==> src/hdl/sha1h_pkg.sv <==
// Shared types and constants for the SHA-1 / HMAC-SHA-1 byte stream hasher.
// Used by the controller, the datapath and the top level.
package sha1h_pkg;

    localparam logic [31:0] IV0 = 32'h67452301;
    localparam logic [31:0] IV1 = 32'hefcdab89;
    localparam logic [31:0] IV2 = 32'h98badcfe;
    localparam logic [31:0] IV3 = 32'h10325476;
    localparam logic [31:0] IV4 = 32'hc3d2e1f0;

    localparam logic [31:0] K0 = 32'h5a827999;
    localparam logic [31:0] K1 = 32'h6ed9eba1;
    localparam logic [31:0] K2 = 32'h8f1bbcdc;
    localparam logic [31:0] K3 = 32'hca62c1d6;

    localparam logic [7:0] IPAD_BYTE = 8'h36;
    localparam logic [7:0] OPAD_BYTE = 8'h5c;
    localparam logic [7:0] PAD_BYTE  = 8'h80;

    localparam logic [1:0] ACT_BEGIN = 2'd0;
    localparam logic [1:0] ACT_KEY   = 2'd1;
    localparam logic [1:0] ACT_MSG   = 2'd2;
    localparam logic [1:0] ACT_FIN   = 2'd3;

    // byte sources for the block shifter
    localparam logic [2:0] SRC_IN    = 3'd0;
    localparam logic [2:0] SRC_KEY   = 3'd1;
    localparam logic [2:0] SRC_KEY_I = 3'd2;
    localparam logic [2:0] SRC_KEY_O = 3'd3;
    localparam logic [2:0] SRC_INNER = 3'd4;
    localparam logic [2:0] SRC_PAD   = 3'd5;
    localparam logic [2:0] SRC_ZERO  = 3'd6;
    localparam logic [2:0] SRC_LEN   = 3'd7;

    typedef struct packed {
        logic       take;
        logic       feed;
        logic       count;
        logic [2:0] src;
        logic [2:0] sel;
        logic       key_wr;
        logic [5:0] key_idx;
        logic       key_load;
        logic       start_hash;
        logic       clear_all;
        logic       save_inner;
        logic       out_load;
    } t_dp_cmd;

    typedef struct packed {
        logic       busy;
        logic [5:0] fill;
        logic       out_free;
    } t_dp_stat;

endpackage

==> src/hdl/sha1_hmac_byte_stream.sv <==
// Top level of the SHA-1 / HMAC-SHA-1 byte stream hasher.
// Instantiates sha1h_ctrl and sha1h_dp; depends on sha1h_pkg.
//
//  Channel   Direction  Contents
//  s_axis    in         tuser[1:0] action, tdata[7:0] data_byte
//  m_axis    out        tdata: digest_word, word_index, length_overflow; tlast last_word
//  apb       in/out     register 0 at address 0: hmac_mode (bit 0)
//
// A message byte passes through S_FEEDIN, a stored or dropped key byte does not; the 65th
// key byte first replays the 64 stored ones. A full 64-byte block starts 80 rounds and an
// add. A finish pads and closes one hash (two in HMAC mode, the outer over 84 bytes)
// and then offers five digest transactions, one per cycle when the sink is ready.
// s_axis_tready is low while a compression or a multi-step sequence runs.
// Reset is synchronous, active low; it clears the key store and restores the IV.
module sha1_hmac_byte_stream
    import sha1h_pkg::*;
(
    input  logic        i_clk,
    input  logic        i_rst_n,
    input  logic        s_axis_tvalid,
    output logic        s_axis_tready,
    input  logic [7:0]  s_axis_tdata,  // [7:0] data_byte
    input  logic [1:0]  s_axis_tuser,  // [1:0] action
    output logic        m_axis_tvalid,
    input  logic        m_axis_tready,
    output logic [39:0] m_axis_tdata,  // [31:0] digest_word, [34:32] word_index,
                                       // [35] length_overflow, [39:36] zero
    output logic        m_axis_tlast,  // last_word
    input  logic        psel,
    input  logic        penable,
    input  logic        pwrite,
    input  logic [2:0]  paddr,
    input  logic [31:0] pwdata,
    output logic [31:0] prdata,
    output logic        pready
);

    t_dp_cmd  cmd;
    t_dp_stat stat;
    logic     mode;
    logic     cfg_wr;

    // register written in the access phase of an APB write
    assign pready = 1'b1;
    assign cfg_wr = psel && penable && pwrite;
    assign prdata = (paddr[2] == 1'b0) ? {31'd0, mode} : 32'd0;

    sha1h_ctrl u_ctrl (
        .i_clk      (i_clk),
        .i_rst_n    (i_rst_n),
        .i_valid    (s_axis_tvalid),
        .i_action   (s_axis_tuser),
        .o_ready    (s_axis_tready),
        .i_cfg_wr   (cfg_wr),
        .i_cfg_sel0 (paddr[2] == 1'b0),
        .i_cfg_bit  (pwdata[0]),
        .o_mode     (mode),
        .i_stat     (stat),
        .o_cmd      (cmd)
    );

    sha1h_dp u_dp (
        .i_clk   (i_clk),
        .i_rst_n (i_rst_n),
        .i_cmd   (cmd),
        .i_byte  (s_axis_tdata),
        .o_stat  (stat),
        .o_valid (m_axis_tvalid),
        .i_ready (m_axis_tready),
        .o_data  (m_axis_tdata),
        .o_last  (m_axis_tlast)
    );

endmodule

==> src/hdl/sha1h_ctrl.sv <==
// Sequencer for the SHA-1 / HMAC hasher: input decode, padding and HMAC steps.
// Also holds the configuration register. Depends on sha1h_pkg.
module sha1h_ctrl
    import sha1h_pkg::*;
(
    input  logic       i_clk,
    input  logic       i_rst_n,
    input  logic       i_valid,
    input  logic [1:0] i_action,
    output logic       o_ready,
    input  logic       i_cfg_wr,
    input  logic       i_cfg_sel0,
    input  logic       i_cfg_bit,
    output logic       o_mode,
    input  t_dp_stat   i_stat,
    output t_dp_cmd    o_cmd
);

    localparam logic [3:0] S_IDLE   = 4'd0;
    localparam logic [3:0] S_KEYRAW = 4'd1;
    localparam logic [3:0] S_FEEDIN = 4'd2;
    localparam logic [3:0] S_ENT    = 4'd3;
    localparam logic [3:0] S_PAD80  = 4'd4;
    localparam logic [3:0] S_PADZ   = 4'd5;
    localparam logic [3:0] S_LEN    = 4'd6;
    localparam logic [3:0] S_CDONE  = 4'd7;
    localparam logic [3:0] S_IPAD   = 4'd8;
    localparam logic [3:0] S_OPAD   = 4'd9;
    localparam logic [3:0] S_INNERB = 4'd10;
    localparam logic [3:0] S_EMIT   = 4'd11;

    localparam logic [1:0] STG_KEY   = 2'd0;
    localparam logic [1:0] STG_INNER = 2'd1;
    localparam logic [1:0] STG_OUTER = 2'd2;

    localparam logic [6:0] KEY_FULL = 7'd64;
    localparam logic [6:0] KEY_LONG = 7'd65;

    logic [3:0] r_state, n_state;
    logic [5:0] r_cnt, n_cnt;
    logic [6:0] r_kc, n_kc;
    logic       r_phase, n_phase;
    logic       r_fin, n_fin;
    logic [1:0] r_stage, n_stage;
    logic       r_mode;
    logic       take;

    assign o_mode  = r_mode;
    assign o_ready = (r_state == S_IDLE) && !i_stat.busy;
    assign take    = i_valid && o_ready;

    always_ff @(posedge i_clk) begin
        if (!i_rst_n) begin
            r_state <= S_IDLE;
            r_cnt   <= '0;
            r_kc    <= '0;
            r_phase <= 1'b0;
            r_fin   <= 1'b0;
            r_stage <= STG_OUTER;
            r_mode  <= 1'b0;
        end else begin
            r_state <= n_state;
            r_cnt   <= n_cnt;
            r_kc    <= n_kc;
            r_phase <= n_phase;
            r_fin   <= n_fin;
            r_stage <= n_stage;
            if (i_cfg_wr && i_cfg_sel0) begin
                r_mode <= i_cfg_bit;
            end
        end
    end

    always_comb begin
        n_state = r_state;
        n_cnt   = r_cnt;
        n_kc    = r_kc;
        n_phase = r_phase;
        n_fin   = r_fin;
        n_stage = r_stage;
        o_cmd   = '0;
        o_cmd.take    = take;
        o_cmd.key_idx = r_kc[5:0];
        o_cmd.sel     = r_cnt[2:0];
        unique case (r_state)
            S_IDLE: begin
                if (take) begin
                    unique case (i_action)
                        ACT_BEGIN: begin
                            o_cmd.clear_all = 1'b1;
                            n_kc    = '0;
                            n_phase = 1'b0;
                        end
                        ACT_KEY: begin
                            if (r_mode && !r_phase) begin
                                if (r_kc < KEY_FULL) begin
                                    o_cmd.key_wr = 1'b1;
                                    n_kc = r_kc + 7'd1;
                                end else if (r_kc == KEY_FULL) begin
                                    o_cmd.start_hash = 1'b1;
                                    n_kc    = KEY_LONG;
                                    n_cnt   = '0;
                                    n_state = S_KEYRAW;
                                end else begin
                                    n_state = S_FEEDIN;
                                end
                            end
                        end
                        ACT_MSG: begin
                            if (r_mode && !r_phase) begin
                                n_fin   = 1'b0;
                                n_state = S_ENT;
                            end else begin
                                n_phase = 1'b1;
                                n_state = S_FEEDIN;
                            end
                        end
                        ACT_FIN: begin
                            if (r_mode && !r_phase) begin
                                n_fin   = 1'b1;
                                n_state = S_ENT;
                            end else begin
                                n_stage = r_mode ? STG_INNER : STG_OUTER;
                                n_state = S_PAD80;
                            end
                        end
                        default: ;
                    endcase
                end
            end
            S_KEYRAW: begin
                if (!i_stat.busy) begin
                    o_cmd.feed  = 1'b1;
                    o_cmd.count = 1'b1;
                    o_cmd.src   = SRC_KEY;
                    n_cnt = r_cnt + 6'd1;
                    if (r_cnt == 6'd63) begin
                        n_state = S_FEEDIN;
                    end
                end
            end
            S_FEEDIN: begin
                if (!i_stat.busy) begin
                    o_cmd.feed  = 1'b1;
                    o_cmd.count = 1'b1;
                    o_cmd.src   = SRC_IN;
                    n_state = S_IDLE;
                end
            end
            S_ENT: begin
                if (!i_stat.busy) begin
                    if (r_kc == KEY_LONG) begin
                        n_stage = STG_KEY;
                        n_state = S_PAD80;
                    end else begin
                        o_cmd.start_hash = 1'b1;
                        n_cnt   = '0;
                        n_state = S_IPAD;
                    end
                end
            end
            S_PAD80: begin
                if (!i_stat.busy) begin
                    o_cmd.feed = 1'b1;
                    o_cmd.src  = SRC_PAD;
                    n_state = S_PADZ;
                end
            end
            S_PADZ: begin
                if (!i_stat.busy) begin
                    if (i_stat.fill == 6'd56) begin
                        n_cnt   = '0;
                        n_state = S_LEN;
                    end else begin
                        o_cmd.feed = 1'b1;
                        o_cmd.src  = SRC_ZERO;
                    end
                end
            end
            S_LEN: begin
                if (!i_stat.busy) begin
                    o_cmd.feed = 1'b1;
                    o_cmd.src  = SRC_LEN;
                    n_cnt = r_cnt + 6'd1;
                    if (r_cnt == 6'd7) begin
                        n_state = S_CDONE;
                    end
                end
            end
            S_CDONE: begin
                if (!i_stat.busy) begin
                    n_cnt = '0;
                    case (r_stage)
                        STG_KEY: begin
                            o_cmd.key_load   = 1'b1;
                            o_cmd.start_hash = 1'b1;
                            n_state = S_IPAD;
                        end
                        STG_INNER: begin
                            o_cmd.save_inner = 1'b1;
                            o_cmd.start_hash = 1'b1;
                            n_state = S_OPAD;
                        end
                        default: begin
                            n_state = S_EMIT;
                        end
                    endcase
                end
            end
            S_IPAD: begin
                if (!i_stat.busy) begin
                    o_cmd.feed  = 1'b1;
                    o_cmd.count = 1'b1;
                    o_cmd.src   = SRC_KEY_I;
                    n_cnt = r_cnt + 6'd1;
                    if (r_cnt == 6'd63) begin
                        n_phase = 1'b1;
                        if (r_fin) begin
                            n_stage = STG_INNER;
                            n_state = S_PAD80;
                        end else begin
                            n_state = S_FEEDIN;
                        end
                    end
                end
            end
            S_OPAD: begin
                if (!i_stat.busy) begin
                    o_cmd.feed  = 1'b1;
                    o_cmd.count = 1'b1;
                    o_cmd.src   = SRC_KEY_O;
                    n_cnt = r_cnt + 6'd1;
                    if (r_cnt == 6'd63) begin
                        n_cnt   = '0;
                        n_state = S_INNERB;
                    end
                end
            end
            S_INNERB: begin
                if (!i_stat.busy) begin
                    o_cmd.feed  = 1'b1;
                    o_cmd.count = 1'b1;
                    o_cmd.src   = SRC_INNER;
                    n_cnt = r_cnt + 6'd1;
                    if (r_cnt == 6'd19) begin
                        n_stage = STG_OUTER;
                        n_state = S_PAD80;
                    end
                end
            end
            S_EMIT: begin
                if (i_stat.out_free) begin
                    o_cmd.out_load = 1'b1;
                    n_cnt = r_cnt + 6'd1;
                    if (r_cnt == 6'd4) begin
                        o_cmd.clear_all = 1'b1;
                        n_kc    = '0;
                        n_phase = 1'b0;
                        n_state = S_IDLE;
                    end
                end
            end
            default: begin
                n_state = S_IDLE;
            end
        endcase
    end

endmodule

==> src/hdl/sha1h_dp.sv <==
// Datapath: block shifter, key store, round unit, chaining words, counters, output stage.
// Driven by commands from sha1h_ctrl. Depends on sha1h_pkg.
module sha1h_dp
    import sha1h_pkg::*;
(
    input  logic        i_clk,
    input  logic        i_rst_n,
    input  t_dp_cmd     i_cmd,
    input  logic [7:0]  i_byte,
    output t_dp_stat    o_stat,
    output logic        o_valid,
    input  logic        i_ready,
    output logic [39:0] o_data,
    output logic        o_last
);

    logic [511:0] r_blk;
    logic [511:0] r_key;
    logic [159:0] r_inner;
    logic [31:0]  r_h0, r_h1, r_h2, r_h3, r_h4;
    logic [31:0]  r_a, r_b, r_c, r_d, r_e;
    logic [6:0]   r_rnd;
    logic         r_busy;
    logic [5:0]   r_fill;
    logic [31:0]  r_total;
    logic         r_wrap;
    logic [7:0]   r_byte;
    logic         r_ov;
    logic [39:0]  r_od;
    logic         r_ol;

    logic [7:0]  fb;
    logic [63:0] len_sh;
    logic [31:0] wnew, f, k, t, dword;

    function automatic logic [31:0] wd(input logic [511:0] b, input int n);
        wd = b[511-32*n -: 32];
    endfunction

    assign len_sh = {29'd0, r_total, 3'd0} << {i_cmd.sel, 3'b000};

    always_comb begin
        case (i_cmd.src)
            SRC_IN:    fb = r_byte;
            SRC_KEY:   fb = r_key[511:504];
            SRC_KEY_I: fb = r_key[511:504] ^ IPAD_BYTE;
            SRC_KEY_O: fb = r_key[511:504] ^ OPAD_BYTE;
            SRC_INNER: fb = r_inner[159:152];
            SRC_PAD:   fb = PAD_BYTE;
            SRC_ZERO:  fb = 8'd0;
            default:   fb = len_sh[63:56];
        endcase
    end

    assign wnew = {wd(r_blk, 13) ^ wd(r_blk, 8) ^ wd(r_blk, 2) ^ wd(r_blk, 0)};

    always_comb begin
        if (r_rnd < 7'd20) begin
            f = r_d ^ (r_b & (r_c ^ r_d));
            k = K0;
        end else if (r_rnd < 7'd40) begin
            f = r_b ^ r_c ^ r_d;
            k = K1;
        end else if (r_rnd < 7'd60) begin
            f = (r_b & r_c) | (r_d & (r_b | r_c));
            k = K2;
        end else begin
            f = r_b ^ r_c ^ r_d;
            k = K3;
        end
        t = f + k + {r_a[26:0], r_a[31:27]} + r_e + wd(r_blk, 0);
    end

    always_comb begin
        case (i_cmd.sel)
            3'd0:    dword = r_h0;
            3'd1:    dword = r_h1;
            3'd2:    dword = r_h2;
            3'd3:    dword = r_h3;
            default: dword = r_h4;
        endcase
    end

    // control state
    always_ff @(posedge i_clk) begin
        if (!i_rst_n) begin
            r_busy  <= 1'b0;
            r_rnd   <= '0;
            r_fill  <= '0;
            r_total <= '0;
            r_wrap  <= 1'b0;
            r_ov    <= 1'b0;
        end else begin
            if (i_cmd.out_load) begin
                r_ov <= 1'b1;
            end else if (i_ready) begin
                r_ov <= 1'b0;
            end
            if (r_busy) begin
                r_rnd <= r_rnd + 7'd1;
                if (r_rnd == 7'd80) begin
                    r_busy <= 1'b0;
                end
            end
            if (i_cmd.feed) begin
                r_fill <= r_fill + 6'd1;
                if (r_fill == 6'd63) begin
                    r_busy <= 1'b1;
                    r_rnd  <= '0;
                end
                if (i_cmd.count) begin
                    if (r_total == 32'hffffffff) begin
                        r_wrap <= 1'b1;
                    end
                    r_total <= r_total + 32'd1;
                end
            end
            if (i_cmd.start_hash || i_cmd.clear_all) begin
                r_fill  <= '0;
                r_total <= '0;
            end
            if (i_cmd.clear_all) begin
                r_wrap <= 1'b0;
            end
        end
    end

    // chaining words and key store carry reset values
    always_ff @(posedge i_clk) begin
        if (!i_rst_n) begin
            r_h0  <= IV0;
            r_h1  <= IV1;
            r_h2  <= IV2;
            r_h3  <= IV3;
            r_h4  <= IV4;
            r_key <= '0;
        end else begin
            if (r_busy && r_rnd == 7'd80) begin
                r_h0 <= r_h0 + r_a;
                r_h1 <= r_h1 + r_b;
                r_h2 <= r_h2 + r_c;
                r_h3 <= r_h3 + r_d;
                r_h4 <= r_h4 + r_e;
            end
            if (i_cmd.start_hash || i_cmd.clear_all) begin
                r_h0 <= IV0;
                r_h1 <= IV1;
                r_h2 <= IV2;
                r_h3 <= IV3;
                r_h4 <= IV4;
            end
            if (i_cmd.feed && (i_cmd.src == SRC_KEY || i_cmd.src == SRC_KEY_I ||
                               i_cmd.src == SRC_KEY_O)) begin
                r_key <= {r_key[503:0], r_key[511:504]};
            end
            if (i_cmd.key_wr) begin
                for (int i = 0; i < 64; i++) begin
                    if (i_cmd.key_idx == 6'(i)) begin
                        r_key[511-8*i -: 8] <= i_byte;
                    end
                end
            end
            if (i_cmd.key_load) begin
                r_key <= {r_h0, r_h1, r_h2, r_h3, r_h4, 352'd0};
            end
            if (i_cmd.clear_all) begin
                r_key <= '0;
            end
        end
    end

    // payload
    always_ff @(posedge i_clk) begin
        if (i_cmd.take) begin
            r_byte <= i_byte;
        end
        if (i_cmd.feed) begin
            r_blk <= {r_blk[503:0], fb};
            if (r_fill == 6'd63) begin
                r_a <= r_h0;
                r_b <= r_h1;
                r_c <= r_h2;
                r_d <= r_h3;
                r_e <= r_h4;
            end
        end
        if (r_busy && r_rnd != 7'd80) begin
            r_blk <= {r_blk[479:0], wnew[30:0], wnew[31]};
            r_e   <= r_d;
            r_d   <= r_c;
            r_c   <= {r_b[1:0], r_b[31:2]};
            r_b   <= r_a;
            r_a   <= t;
        end
        if (i_cmd.save_inner) begin
            r_inner <= {r_h0, r_h1, r_h2, r_h3, r_h4};
        end else if (i_cmd.feed && i_cmd.src == SRC_INNER) begin
            r_inner <= {r_inner[151:0], 8'd0};
        end
        if (i_cmd.out_load) begin
            r_od <= {4'd0, r_wrap, i_cmd.sel, dword};
            r_ol <= (i_cmd.sel == 3'd4);
        end
    end

    assign o_stat.busy     = r_busy;
    assign o_stat.fill     = r_fill;
    assign o_stat.out_free = !r_ov || i_ready;
    assign o_valid = r_ov;
    assign o_data  = r_od;
    assign o_last  = r_ol;

endmodule

==> config.mk <==
export PLATFORM = sky130hd
export DESIGN_NAME = sha1_hmac_byte_stream
export DESIGN_NICKNAME = d
export VERILOG_FILES = /design/src/hdl/sha1h_pkg.sv /design/src/hdl/sha1_hmac_byte_stream.sv /design/src/hdl/sha1h_ctrl.sv /design/src/hdl/sha1h_dp.sv
export SDC_FILE = /design/constraint.sdc
export NUM_CORES = 2
export LEC_CHECK = 0
export BUFFER_PORTS_ARGS = -buffer_cell sky130_fd_sc_hd__clkbuf_2
export CORE_ASPECT_RATIO = 2
export CORE_UTILIZATION = 36
export DETAILED_ROUTE_END_ITERATION = 10
export HOLD_SLACK_MARGIN = 0.1
export PLACE_DENSITY = 0.48
export SETUP_SLACK_MARGIN = 0.02
export SLEW_MARGIN = 30
export SYNTH_ARGS = -nofsm -noshare
export SYNTH_HDL_FRONTEND = slang
export SYNTH_SLANG_ARGS = --single-unit
==> constraint.sdc <==
create_clock -name i_clk -period 15.7 [get_ports i_clk]
set_clock_uncertainty 0.2 [all_clocks]
set_input_delay 1.57 -clock i_clk [delete_from_list [all_inputs] [get_ports i_clk]]
set_output_delay 1.57 -clock i_clk [all_outputs]
set_load 0.01 [all_outputs]
### Word level (Yosys, flattened, before mapping)

Cells that the tools add are included.

| word-level totals | value |
|---|---|
| bits in registers | 1619 |
| bits of input ports | 52 |

| cells by class | value |
|---|---|
| eq/ne operators | 137 |
| reductions and logical operators | 47 |
| bitwise logic cells | 16 |
| multiplexer cells | 220 |
| $lt $le $gt $ge | 4 |
| shift-type cells | 1 |
| $add $sub $neg | 14 |

Operator list:

| operator | number |
|---|---|
| $mux W512 | 5 |
| $mux W32 | 20 |
| $mux W8 | 64 |
| $mux W160 | 2 |
| $add A32 B32 Y32 | 9 |
| $xor A32 B32 Y32 | 7 |
| $eq A6 B6 Y1 const B | 35 |
| $pmux W32 S4 | 1 |
| $eq A6 B5 Y1 const B | 17 |
| $and A32 B32 Y32 | 3 |
| $mux W4 | 22 |
| $mux W6 | 14 |
| $or A32 B32 Y32 | 2 |
| $shl A35 B6 Y64 | 1 |
| $mux W7 | 9 |
| $pmux W8 S7 | 1 |
| $eq A6 B4 Y1 const B | 8 |
| $pmux W4 S12 | 1 |
| $pmux W6 S7 | 1 |
| $mux W1 | 41 |
| $ne A2 B2 Y1 const B | 19 |
| $eq A6 B3 Y1 const B | 6 |
| $add A32 B1 Y32 const B | 1 |
| $eq A32 B32 Y1 const B | 1 |
| 58 further kinds | 149 |

### Logic depth before layout (Yosys ltp)

| depth | value |
|---|---|
| depth in word-level cells | 12 |
| mapped depth | 28 |
| gate-level depth less buffers | 26 |

### Hierarchy

Synthesis repeated with hierarchy kept, for this count alone.

| second synthesis, totals | value |
|---|---|
| cell total of the unflattened synthesis | 9576 |
| area total of the unflattened synthesis | 85001.5 um^2 |

By module, submodules not included:

| module | cells an instance | instances | area an instance (um^2) |
|---|---|---|---|
| sha1h_dp | 9231 | 1 | 82520.4 |
| sha1h_ctrl | 308 | 1 | 2217.1 |
| sha1_hmac_byte_stream | 37 | 1 | 264.0 |

### Least setup slack after synthesis

OpenSTA, ideal clock, no wires.

| path | value |
|---|---|
| path type | register -> register |
| from | reg u_dp.r_busy |
| to | reg u_dp.r_inner[0], enable pin |
| cell stages (with the launch flop) | 6 |
| library setup time | 0.913 ns |
| slack | 1.403 ns |
| buffers on the path | 3 |
| data required time | 14.587 ns |
| arrival time | 13.184 ns |
| cells stage by stage | dfxtp_1 -> buf_1 -> clkbuf_1 -> buf_1 -> nor2_1 -> o31ai_1 |

| between the ends | value |
|---|---|
| word-level cells in the longest chain between the ends | 5 |

Ends and longest elaborated chain:

| item | line | RTL |
|---|---|---|
| start, declared | sha1h_dp.sv:23 | `logic r_busy;` |
| start signal, assigned | sha1h_dp.sv:87 | `r_busy <= 1'b0;` |
| start signal, assigned | sha1h_dp.sv:102 | `r_busy <= 1'b0;` |
| start signal, assigned | sha1h_dp.sv:108 | `r_busy <= 1'b1;` |
| $mux W5, or another cell as far along | sha1h_ctrl.sv:228 | `if (!i_stat.busy) begin` |
| $pmux W3 S8 | sha1h_ctrl.sv:85 | `unique case (r_state)` |
| $eq A3 B3 Y1 | sha1h_dp.sv:197 | `end else if (i_cmd.feed && i_cmd.src == SRC_INNER) begin` |
| $logic_and A1 B1 Y1 | sha1h_dp.sv:197 |  |
| $reduce_bool A2 Y1 (no source line) * | n/a |  |
| end signal, assigned | sha1h_dp.sv:196 | `r_inner <= {r_h0, r_h1, r_h2, r_h3, r_h4};` |
| end signal, assigned | sha1h_dp.sv:198 | `r_inner <= {r_inner[151:0], 8'd0};` |
| end, declared | sha1h_dp.sv:19 | `logic [159:0] r_inner;` |

Every way passes the cells marked *; elsewhere a longest branch is shown, timed or not.
A chain may end at the register's enable or synchronous reset.

### Final worst setup path

| path | value |
|---|---|
| from | reg u_dp.r_rnd[4] |
| to | reg u_dp.r_a[31] (data pin) |

| between the ends | value |
|---|---|
| word-level cells in the longest chain between the ends | 9 |

Ends and longest elaborated chain:

| item | line | RTL |
|---|---|---|
| start, declared | sha1h_dp.sv:22 | `logic [6:0] r_rnd;` |
| start signal, assigned | sha1h_dp.sv:100 | `r_rnd <= r_rnd + 7'd1;` |
| $lt A7 B6 Y1 | sha1h_dp.sv:64 | `end else if (r_rnd < 7'd60) begin` |
| $mux W32 / $mux W31 (equally long branches) | sha1h_dp.sv:64 |  |
| $mux W32 | sha1h_dp.sv:61 | `end else if (r_rnd < 7'd40) begin` |
| $mux W32 | sha1h_dp.sv:58 | `if (r_rnd < 7'd20) begin` |
| $add A32 B32 Y32 (4 in series) | sha1h_dp.sv:71 | `t = f + k + {r_a[26:0], r_a[31:27]} + r_e + wd(r_blk, 0);` |
| $mux W32 * | sha1h_dp.sv:187 | `if (r_busy && r_rnd != 7'd80) begin` |
| end signal, assigned | sha1h_dp.sv:180 | `r_a <= r_h0;` |
| end signal, assigned | sha1h_dp.sv:193 | `r_a <= t;` |
| end, declared | sha1h_dp.sv:21 | `logic [31:0] r_a, r_b, r_c, r_d, r_e;` |

Marked as above.

==> metrics.md <==
| Metric | Value |
|---|---|
| Area of the core | `232000 um2` |
| Drt first pass iters | `6` |
| Critical-path top delay cell | `sky130_fd_sc_hd__nor2b_1` |
| Root buffer cell | `sky130_fd_sc_hd__clkbuf_16` |
| Synth cell types | `97` |
| Startpoint of the worst register-to-register path | `u_dp.r_rnd[4]` |
| Max Buffers Root-to-Sink | `4` |
| Flip-flop and latch count after synthesis | `between 1500 and 2000` |
| DRC errors left | `0` |
| Number of instances in the synthesized netlist | `9276` |
| Number of antenna violations at the first check in global routing | `13` |
| Final number of hold-violating endpoints | `0` |
| Synthesized-area fraction occupied by adder cells | `0.0607` |
| Per-cell via count in the routed design | `around 5.4` |
| Net count of the finished layout | `about 9400` |
| Share of async-settable or async-resettable flops after synthesis | `0` |
| R2R Path End | `u_dp.r_a[31]` |
| RD Place Congestion | `between 0.9 and 1` |
| Setup Crit Path Kind | `reg2reg` |
| Power per Cell Area | `about 140 nW/um2` |
| Final Cell Area | `about 93000 um2` |
| Wire length of the first global-routing pass | `around 440 mm` |
| HPWL after detailed placement | `between 200 and 250 mm` |
| Compound-gate portion of the synthesized area | `0.134` |
| Grt total ovfl | `0` |
| Required time of the critical path | `16070 ps` |
| Synth-to-Final Area Change | `10.1%` |
| Maximum number of pins on one net before global-route repair | `between 200 and 250` |
| Element type at the critical path end | `register` |
| Time the worst path needs with I/O delays and setup | `8460 ps` |
| Clock tree from TritonCTS | `yes` |
| Clock sink count | `1619` |
| Post-synth EDFFs | `877` |
| Most used standard cell by instance count after synthesis | `sky130_fd_sc_hd__nand2_1` |
| Post-synthesis xor/xnor area fraction | `0.0316` |
| Setup Buffers After CTS | `0` |
| Logic depth of the worst register-to-register path | `28` |
| Hold-critical path depth | `2` |
| Clock latency at the later pin of the worst-skew pair | `870 ps` |
| Final setup vio count | `0` |
| Pin slew with the least headroom to its limit | `roughly 1200 ps` |
| Worst hold slack | `between 200 and 250 ps` |
| Worst vdd ir | `~0.14 mV` |
| Source of the critical timing path | `u_dp.r_rnd[4]` |
| Dominant cells by area after synthesis | `sky130_fd_sc_hd__edfxtp_1 (31%), sky130_fd_sc_hd__dfxtp_1 (18%), sky130_fd_sc_hd__nand2_1 (13%)` |
| Most common library cells after synthesis | `sky130_fd_sc_hd__nand2_1 (2880), sky130_fd_sc_hd__nor2_1 (903), sky130_fd_sc_hd__edfxtp_1 (877), sky130_fd_sc_hd__dfxtp_1 (742), sky130_fd_sc_hd__clkbuf_1 (460)` |
| Worst-path clk slew | `roughly 70 ps` |
| Number of DRC markers after the initial detailed-route iteration | `approximately 4800` |
| Height of the die | `around 690 um` |
| DIE WIDTH | `344 um` |
| Max-capacitance violation count | `0` |
| Average detailed-routed wire length per instance | `25.1 um` |
| YS warnings | `0` |
| TNS Setup | `0 ps` |
| Netlist area before placement | `about 84000 um2` |
| CP max FO | `35` |
| Period utilisation layout | `0.539` |
| Unrepaired setup endpoints after global routing | `false` |
| Worst R2R Setup Slack | `7240 ps` |
| CP Launch Type | `register` |
| Main combinational cell family by area after synthesis | `simple AND/OR/NAND/NOR gates` |
| Worst slew margin relative to its limit | `0.211` |
| Final-report max-slew violation count | `0` |
| CTS-repair resized insts | `0` |
| Aggregate routed wire length | `306 mm` |
| Starting Density | `0.363` |
| Number of primary I/O pins | `between 100 and 150` |
| Hold-fix buffers, CTS | `0` |
| Number of global-route vias before repair | `~64000` |
| Path type of the worst min-delay path | `reg2reg` |
| Simple-gate area share of the yosys netlist | `0.197` |
| Inserted Clock Buffers | `166` |
| Site Rows | `between 200 and 300` |
| Top cell type by total area after synthesis | `sky130_fd_sc_hd__edfxtp_1` |
| Deepest level of the CTS H-tree | `4` |
| Worst setup path endpoint | `u_dp.r_a[31]` |
| Largest stage delay on the critical path | `~730 ps` |
| Portion of the post-synthesis area used by sequential elements | `0.489` |
| Routed Antenna Nets | `0` |
| Share of cells above drive strength 1 | `0.0765` |
| Area after DPL | `just under 90000 um2` |
| Average cell area after synthesis | `slightly above 9 um2` |
| Multiplexer share of the synthesized area | `0.0471` |
| Leakage | `between 30 and 40 nW` |
| Highest Clock Rate | `~0.12 GHz` |
| Full die area | `approximately 240000 um2` |
| Overall global routing resource usage | `0.255` |
| Portion of synthesized cell area occupied by the leading cell type | `0.313` |
| Outcome | `finished clean` |
| Worst EP arrival | `~8800 ps` |
| Vias after detailed routing | `66126` |
| Share of the core filled with cells | `0.400` |
| Most frequently used flop master after synthesis | `sky130_fd_sc_hd__edfxtp_1` |
| Count of buffers inserted at the top-level ports | `58` |
-- worst max-delay path: cells and delay by family (launching register included) --
kind | cells | cell delay [ps]
adders and majority gates | 5 | 1930
buffers and inverters | 7 | 1390
xor gates and xnor gates | 1 | 140
DFF | 1 | 390
AOI/OAI and AO/OA | 8 | 2080
and+or+nand+nor | 7 | 2000
-- power breakdown --
group / internal (mW) / switching (mW) / leakage (nW)
Clock: 2.33 / 1.82 / 2.64
Combinational: 0.950 / 1.94 / 18.8
Sequential: 5.74 / 0.564 / 14.3
Total: 9.02 / 4.32 / 35.8
-- final cells by class --
cell class / count / area (um2)
Multi-Input combinational cell: 6837 / 39900
Antenna cell: 19 / 47.5
Sequential cell: 1619 / 41200
Tap cell: 3024 / 3780
Inverter: 219 / 822
Timing Repair Buffer: 192 / 1620
Clock buffer: 221 / 4580
Fill cell: 23040 / 139000
Clock inverter: 73 / 813
-- placed cells by master (no fill, tap or decap), types with 22 or more instances in the layout --
master                         n
sky130_fd_sc_hd__nand2_1    2877
sky130_fd_sc_hd__nor2_1      901
sky130_fd_sc_hd__inv_1       217
sky130_fd_sc_hd__edfxtp_1    877
sky130_fd_sc_hd__fa_1        124
sky130_fd_sc_hd__a22oi_1      70
sky130_fd_sc_hd__xnor2_1     204
sky130_fd_sc_hd__ha_1        210
sky130_fd_sc_hd__and3_1       45
sky130_fd_sc_hd__mux2_2      152
sky130_fd_sc_hd__nand2b_1     26
sky130_fd_sc_hd__nor3_1       40
sky130_fd_sc_hd__nand4_1      26
sky130_fd_sc_hd__clkbuf_1     38
sky130_fd_sc_hd__clkinv_2     28
sky130_fd_sc_hd__mux2i_1     213
sky130_fd_sc_hd__buf_4       112
sky130_fd_sc_hd__nand3_1      95
sky130_fd_sc_hd__dfxtp_1     739
sky130_fd_sc_hd__nor2b_1      33
sky130_fd_sc_hd__a211oi_1    180
sky130_fd_sc_hd__clkbuf_16   171
sky130_fd_sc_hd__a21oi_1     420
sky130_fd_sc_hd__a21o_1       87
sky130_fd_sc_hd__o221a_2      22
sky130_fd_sc_hd__clkbuf_2     50
sky130_fd_sc_hd__nand2_2      31
sky130_fd_sc_hd__o21bai_1     22
sky130_fd_sc_hd__xor2_1      100
sky130_fd_sc_hd__o21a_1       56
sky130_fd_sc_hd__and2_1       22
sky130_fd_sc_hd__a311oi_1    354
sky130_fd_sc_hd__o211ai_1     61
sky130_fd_sc_hd__o21ai_0     193
sky130_fd_sc_hd__conb_1       36
-- how the worst min path moves through the flow --
stage | start | to | slack, ps
global placement | u_dp.r_key[97] | u_dp.r_key[105] | 260
finish | u_dp.r_key[136] | u_dp.r_key[144] | 250
global route | u_dp.r_key[138] | u_dp.r_key[146] | 270
detailed placement | u_dp.r_key[15] | u_dp.r_key[23] | 270
floorplan | u_dp.r_wrap | u_dp.o_data[35] | 210
CTS | u_dp.r_key[136] | u_dp.r_key[144] | 250
-- registers in the layout, summed over array words and instances, names as in the netlist, 36 cells and up --
signal	cells
u_dp.r_blk	512
u_dp.r_key	512
u_dp.r_inner	160
u_dp.o_data	36
-- cells by family after synthesis --
family	Yosys count
other cells	2
xor+xnor	304
compound gates	1616
buf+inv	854
flops	1619
fa+ha+maj	334
simple gates	4176
mux	371
-- metrics by stage --
step           setup WS [ps]  power [mW]  instances
5_1_grt                 6790        14.0      12190
6_report                7240        13.3      12204
3_5_place_dp            7160        9.29      11882
3_3_place_gp            7110        9.26      11881
2_1_floorplan           1400        8.39       9310
4_1_cts                 7140        13.5      12176
-- layer usage --
layer | GRT usage | wire [um] | vias to the layer above
met2 | 0.441 | 150000 | 1549
met3 | 0.0271 | 10600 | 626
li1 | - | - | 31481
met1 | 0.277 | 112000 | 32468
met4 | 0.220 | 33000 | 2
met5 | 0 | 13 | -
No activity file was read; power rests on OpenSTA's default activity.
